## config.mk

```make
export PLATFORM = sky130hd
export DESIGN_NAME = slsi_cell
export DESIGN_NICKNAME = d
export VERILOG_FILES = /design/src/hdl/slsi_pkg.sv /design/src/hdl/slsi_cell.sv
export SDC_FILE = /design/constraint.sdc
export NUM_CORES = 1
export LEC_CHECK = 0
export BUFFER_PORTS_ARGS = -buffer_cell sky130_fd_sc_hd__buf_2
export CORE_MARGIN = 8
export CORE_UTILIZATION = 41
export DETAILED_ROUTE_END_ITERATION = 10
export PLACE_DENSITY_LB_ADDON = 0.08
export RECOVER_POWER = 25
export SLEW_MARGIN = 20
export SYNTH_ARGS = -nofsm -noshare
export SYNTH_HDL_FRONTEND = slang
export SYNTH_SLANG_ARGS = --single-unit
```

## constraint.sdc

```tcl
create_clock -name clk -period 3.55 [get_ports clk]
set_input_delay 0.71 -clock clk [delete_from_list [all_inputs] [get_ports clk]]
set_output_delay 0.71 -clock clk [all_outputs]
set_load 0.02 [all_outputs]
```

## src/hdl/slsi_pkg.sv

```systemverilog
`timescale 1ns / 1ps
`default_nettype none

package slsi_pkg;

  // Number of values the store can hold.
  localparam int CAPACITY = 64;

  // Width of the internal occupancy count, wide enough to hold CAPACITY itself.
  localparam int CNT_W = $clog2(CAPACITY + 1);

  // Fixed field widths of the item interface.
  localparam int VAL_W = 32;
  localparam int OUT_CNT_W = 7;

  typedef enum logic {
    KIND_INSERT = 1'b0,
    KIND_DELETE = 1'b1
  } kind_t;

  typedef enum logic [1:0] {
    ST_DONE      = 2'd0,
    ST_EMPTY     = 2'd1,
    ST_NOT_FOUND = 2'd2,
    ST_FULL      = 2'd3
  } status_t;

  typedef struct packed {
    kind_t                    kind;
    logic signed [VAL_W-1:0]  value;
  } in_item_t;

  typedef struct packed {
    status_t                  status;
    logic [OUT_CNT_W-1:0]     count;
    logic signed [VAL_W-1:0]  smallest;
  } out_item_t;

  // Operation broadcast to every cell of the row.
  typedef struct packed {
    logic                     en;
    kind_t                    kind;
    logic signed [VAL_W-1:0]  value;
  } bcast_t;

  // What a cell shows to its neighbors.
  typedef struct packed {
    logic                     vld;
    logic                     sel;
    logic signed [VAL_W-1:0]  value;
  } nbr_t;

endpackage

`default_nettype wire

```

## src/hdl/slsi_cell.sv

```systemverilog
`timescale 1ns / 1ps
`default_nettype none

module slsi_cell
  import slsi_pkg::*;
(
  input  wire logic   clk,
  input  wire logic   rst_n,
  input  wire bcast_t op,
  input  wire nbr_t   left,
  input  wire nbr_t   right,
  output nbr_t        self,
  output logic        match
);

  logic                    vld_r;
  logic                    vld_nxt;
  logic signed [VAL_W-1:0] value_r;
  logic signed [VAL_W-1:0] value_nxt;
  logic                    ge;
  logic                    sel;

  // The list is sorted, so the cells at or after the operation point form
  // a suffix and each cell can decide locally whether it moves.
  assign ge    = (value_r >= op.value);
  assign sel   = (op.kind == KIND_INSERT) ? (!vld_r || ge) : (vld_r && ge);
  assign match = vld_r && (value_r == op.value);

  always_comb begin
    value_nxt = value_r;
    vld_nxt   = vld_r;
    if (op.en) begin
      unique case (op.kind)
        KIND_INSERT: begin
          vld_nxt = vld_r | left.vld;
          if (sel) begin
            value_nxt = left.sel ? left.value : op.value;
          end
        end
        KIND_DELETE: begin
          if (sel) begin
            value_nxt = right.value;
            vld_nxt   = right.vld;
          end
        end
        default: begin
          value_nxt = value_r;
        end
      endcase
    end
  end

  always_ff @(posedge clk) begin
    value_r <= value_nxt;
    if (!rst_n) begin
      vld_r <= 1'b0;
    end else begin
      vld_r <= vld_nxt;
    end
  end

  assign self.vld   = vld_r;
  assign self.sel   = sel;
  assign self.value = value_r;

endmodule

`default_nettype wire

```

# [Word-level counts from Yosys, hierarchy flattened]
# Index checks and enable logic that the tools add are counted.
[op_classes] magnitude_cmp=1 eq_ne=3 n_mux=7 bitwise=2 reduce_logical=6
[op_table] op="32-bit 2-to-1 mux" count=3
[op_table] op="32-bit case mux with 2 select lines" count=1
[op_table] op="32-bit == test" count=1
[op_table] op="32-bit >= comparator" count=1
[op_table] op="3-bit AND reduction" count=1
[op_table] op="1-bit logical AND" count=2
[op_table] op="1-bit 2-to-1 mux" count=2
[op_table] op="2-bit by 1-bit inequality test with 1-bit output (second input constant)" count=1
[op_table] op="2-bit inequality test (second input constant)" count=1
[op_table] op="1-bit case mux with 2 select lines" count=1
[op_table] op="2-bit AND reduction" count=1
[op_table] op="1-bit zero test" count=1
[op_table] op="1-bit logical OR" count=1
[op_table] op="1-bit inverter" count=1
[op_table] op="1-bit OR" count=1
[word_totals] reg_bits=33 input_bits=104 output_inout_bits=35

# [Longest topological paths before layout]
[depth] depth_word=5 mapped_depth=9 depth_no_buf=8

# [Least setup slack after synthesis]
# Ideal clock, no wire load.
[synth_timing] path_kind="in2reg" startpoint="in op[14] in the netlist's numbering" endpoint="reg value_r[0], enable pin" arrival_time_ps=3236 path_slack_ps=-102 stages=8 path_cell_list="inv_1 ha_1 nand4_2 nor4_4 o21ai_1 a31oi_4 nor3_1 nor3b_2"
[synth_via] elab_chain_cells=5
[synth_rtl] item="from (decl)" line="slsi_cell.sv:9" rtl="input wire bcast_t op,"
[synth_rtl] item="32-bit >= comparator (*)" line="slsi_cell.sv:25" rtl="assign ge = (value_r >= op.value);"
[synth_rtl] item="1-bit logical OR / 1-bit logical AND (equally long branches)" line="slsi_cell.sv:26" rtl="assign sel = (op.kind == KIND_INSERT) ? (!vld_r || ge) : (vld_r && ge);"
[synth_rtl] item="1-bit 2-to-1 mux (*)" line="slsi_cell.sv:26"
[synth_rtl] item="2-bit inequality test (no source line) / 2-bit by 1-bit inequality test with 1-bit output (equally long branches)"
[synth_rtl] item="3-bit AND reduction (no source line) (*)"
[synth_rtl] item="to (signal assigned)" line="slsi_cell.sv:54" rtl="value_r <= value_nxt;"
[synth_rtl] item="to (decl)" line="slsi_cell.sv:18" rtl="logic signed [VAL_W-1:0] value_r;"
# Mark *: on every way between the ends. The rest lies on a longest branch, timed or not.
# A chain may end at the register's enable or synchronous reset.

==> out/metrics.yaml <==
floorplanning:
  dieHeight_um: 96.2
  core-area_um2: 6280
  ios: 139
  core.rowCount: 29
  die_w_um: 96.2
  dieArea_um2: 9260
  initial_core_util_pct: 42.0
synthesis:
  synth-seq-cells: 33
  avgSynthCellArea_um2: 9.32
  synth-async-reset-ratio_pct: 0
  ys_warn_count: 0
  synth_area_um2: 2640
  synth_flop_cell: "edfxtp_1"
  syn-num-nets: 419
  synthDistinctLibCells: 33
  synthTopCellsByArea: "edfxtp_1 (36%), ha_1 (15%), mux2i_1 (12%)"
  synth_commonest_cells: "nand2_1 (46), o21ai_0 (39), inv_1 (37)"
  synthCells: 283
  synth_edf_count: 32
  synth_top_area_share_pct: 36.4
  yosys.cell_count.top_type: "nand2_1"
  yosysTopAreaCell: "edfxtp_1"
  ys_seq_area_share_pct: 37.2
detailed_routing:
  wl_met3_um: 718
  vias: 2377
  avgViaCountPerCell: 4.81
  dr.pass1.iters: 4
  wl_met2_um: 3500
  ant_nets: 0
  wl_met1_um: 2780
  drc: 0
  first_iter_violations: 54
  routed.top_layer: "met4"
  routed_wl_um: 7040
  post_drt_wl_per_cell_um: 14.3
setup_path:
  worst-endpoint-arrival_ps: 2510
  cp_top_family: "simple AND/OR/NAND/NOR gates"
  crit_path_top_delay_cell: "nor3_1"
  max_stage_delay_ps: 410
  crit_fanout: 6
  path_buf_inv: 3
  endpoint_kind: "primary output"
  path_cells: "buf_2, inv_1, ha_1, nand4_4, nor2_1, a22oi_1, nand2_1, nor3_1, nor2_1, buf_2"
  cp.required_ps: 2840
  worstSetupPathType: "in2out"
  critPathLaunchType: "primary input"
clock_network:
  clock_path_buffers: 2
  cts_inserted_buffers: 5
  clk_latency_ps: 290
  cts_setup_buffers: 0
  clkTransAtPathRegs_ps: 60
  cts_resized: 0
  cts_sinks: 33
  cts_hold_buf: 0
  cts_tree: "built"
  cts-root-buf: "clkbuf_8"
  h-tree-depth: 2
sta:
  setup_viol: 0
  slew_headroom_pct: 33.5
  timing.final.ws_setup_ps: 333
  worstMarginPinSlew_ps: 997
  final.setup.tns_ps: 0
  fin_crit_sh_pct: 90.6
  report.final.slew_viol_count: 0
  clock_skew_ps: 13.2
  hold_violations: 0
  period_needed_ps: 3220
  grt_setup_unrepaired: "no"
  max_freq_ghz: 0.311
placement:
  gp_congestion: 0.764
  pre_cts_slack_ps: 333
  dp_hpwl_um: 5740
  numPortBuffers: 137
  dp_cells: 486
power:
  p_leak_nw: 1.73
  ir_worst_vdd_mv: 0.158
  totalPowerFinal_w: 0.00105
  power_density_nw_per_um2: 304
layout:
  area_growth_pct: 30.6
  diodes: 0
  drive_gt1_share_pct: 31.4
  fillers: 642
  finalNonFillerCells: 494
  finalNetCount: 552
grt:
  track_usage_pct: 15.6
  antenna_found_initial: 0
  grt_pass1_wl_um: 11300
  grt_pass1_vias: 2447
  gr-total-overflow: 0
  grt_start_max_net_pins: 68
status:
  status: "complete, no violations"
min_path:
  holdCritPathClass: "in2reg"
job:
  maxCapViolCount: 0
-- registers in the layout, summed over array words and instances (netlist names) --
register,count
vld_r,1
value_r,32
-- report_power, final --
group	leakage [nW]	total [W]	internal (W)	switching (W)
Combinational	1.37	0.000293	0.000126	0.000168
Clock	0.0450	0.000279	0.000136	0.000143
Sequential	0.312	0.000475	0.000462	0.0000132
-- routing by layer --
layer  vias to the layer above  GRT usage (%)
met3                         4           6.47
met5                         -              0
met4                         0           4.23
met2                        73           26.3
li1                       1262              -
met1                      1038           17.7
-- layout by cell type, fill, tap and decap left out, types with 2 or more instances in the layout --
cell type,Yosys,routed
nand2_1,46,46
nand3_1,3,3
clkbuf_8,0,5
clkbuf_1,8,26
nand4_1,4,4
clkinv_2,0,2
a21oi_1,17,17
nor3_1,3,3
nor2_1,5,5
mux2i_1,32,32
inv_1,37,37
o21ai_0,39,39
buf_2,3,112
edfxtp_1,32,32
ha_1,32,32
nor4_4,2,2
-- stage by stage --
stage / cell area [um2] / hold WS (ps) / util, %
3_5_place_dp: 3390 / 689 / 54.1
4_1_cts: 3480 / 685 / 55.4
3_3_place_gp: 3390 / 688 / 54.1
5_1_grt: 3450 / 675 / 54.9
2_1_floorplan: 2650 / 619 / -
6_report: 3450 / 691 / 54.9
-- worst reg2reg max path: stages, from the launching register on --
cell and delay [ps]:
edfxtp_1 410, ha_1 330, nand4_2 180, nor4_4 370
o21ai_1 160, a31oi_4 230, nor3_1 120, nor3b_4 230
buf_12 230
-- kinds of logic (layout without fill, tap and decap cells) --
kind of cell               count (synthesis)  after routing  synth area share (%)
AOI/OAI and AO/OA                         64             64                  13.7
muxes                                     32             32                  12.1
and+or+nand+nor                           71             71                  14.1
adders and majority gates                 32             32                  15.2
buffers and inverters                     51            185                  7.68
DFF                                       33             33                  37.2
-- worst paths after layout --
| kind | end | slack [ps] | cells past startpoint | startpoint |
|---|---|---|---|---|
| hold / removal | vld_r$_SDFFE_PN0P_ | 690 | 3 | rst_n |
| hold reg to reg | vld_r$_SDFFE_PN0P_ | 710 | 3 | vld_r$_SDFFE_PN0P_ |
| setup reg to reg | value_r[25]$_DFFE_PP_ | 970 | 8 | value_r[13]$_DFFE_PP_ |
| setup / recovery | self[32] | 330 | 10 | op[31] |
-- final cells by class --
cell class	instances	area (um2)	area share, %
Inverter	38	143	4.14
Multi-Input combinational cell	199	1460	42.4
Clock buffer	6	72.6	2.11
Tap cell	77	96.3	2.80
Sequential cell	33	981	28.5
Timing Repair Buffer	139	682	19.8
Clock inverter	2	10.0	0.290
No activity file was read; power rests on OpenSTA's default activity.
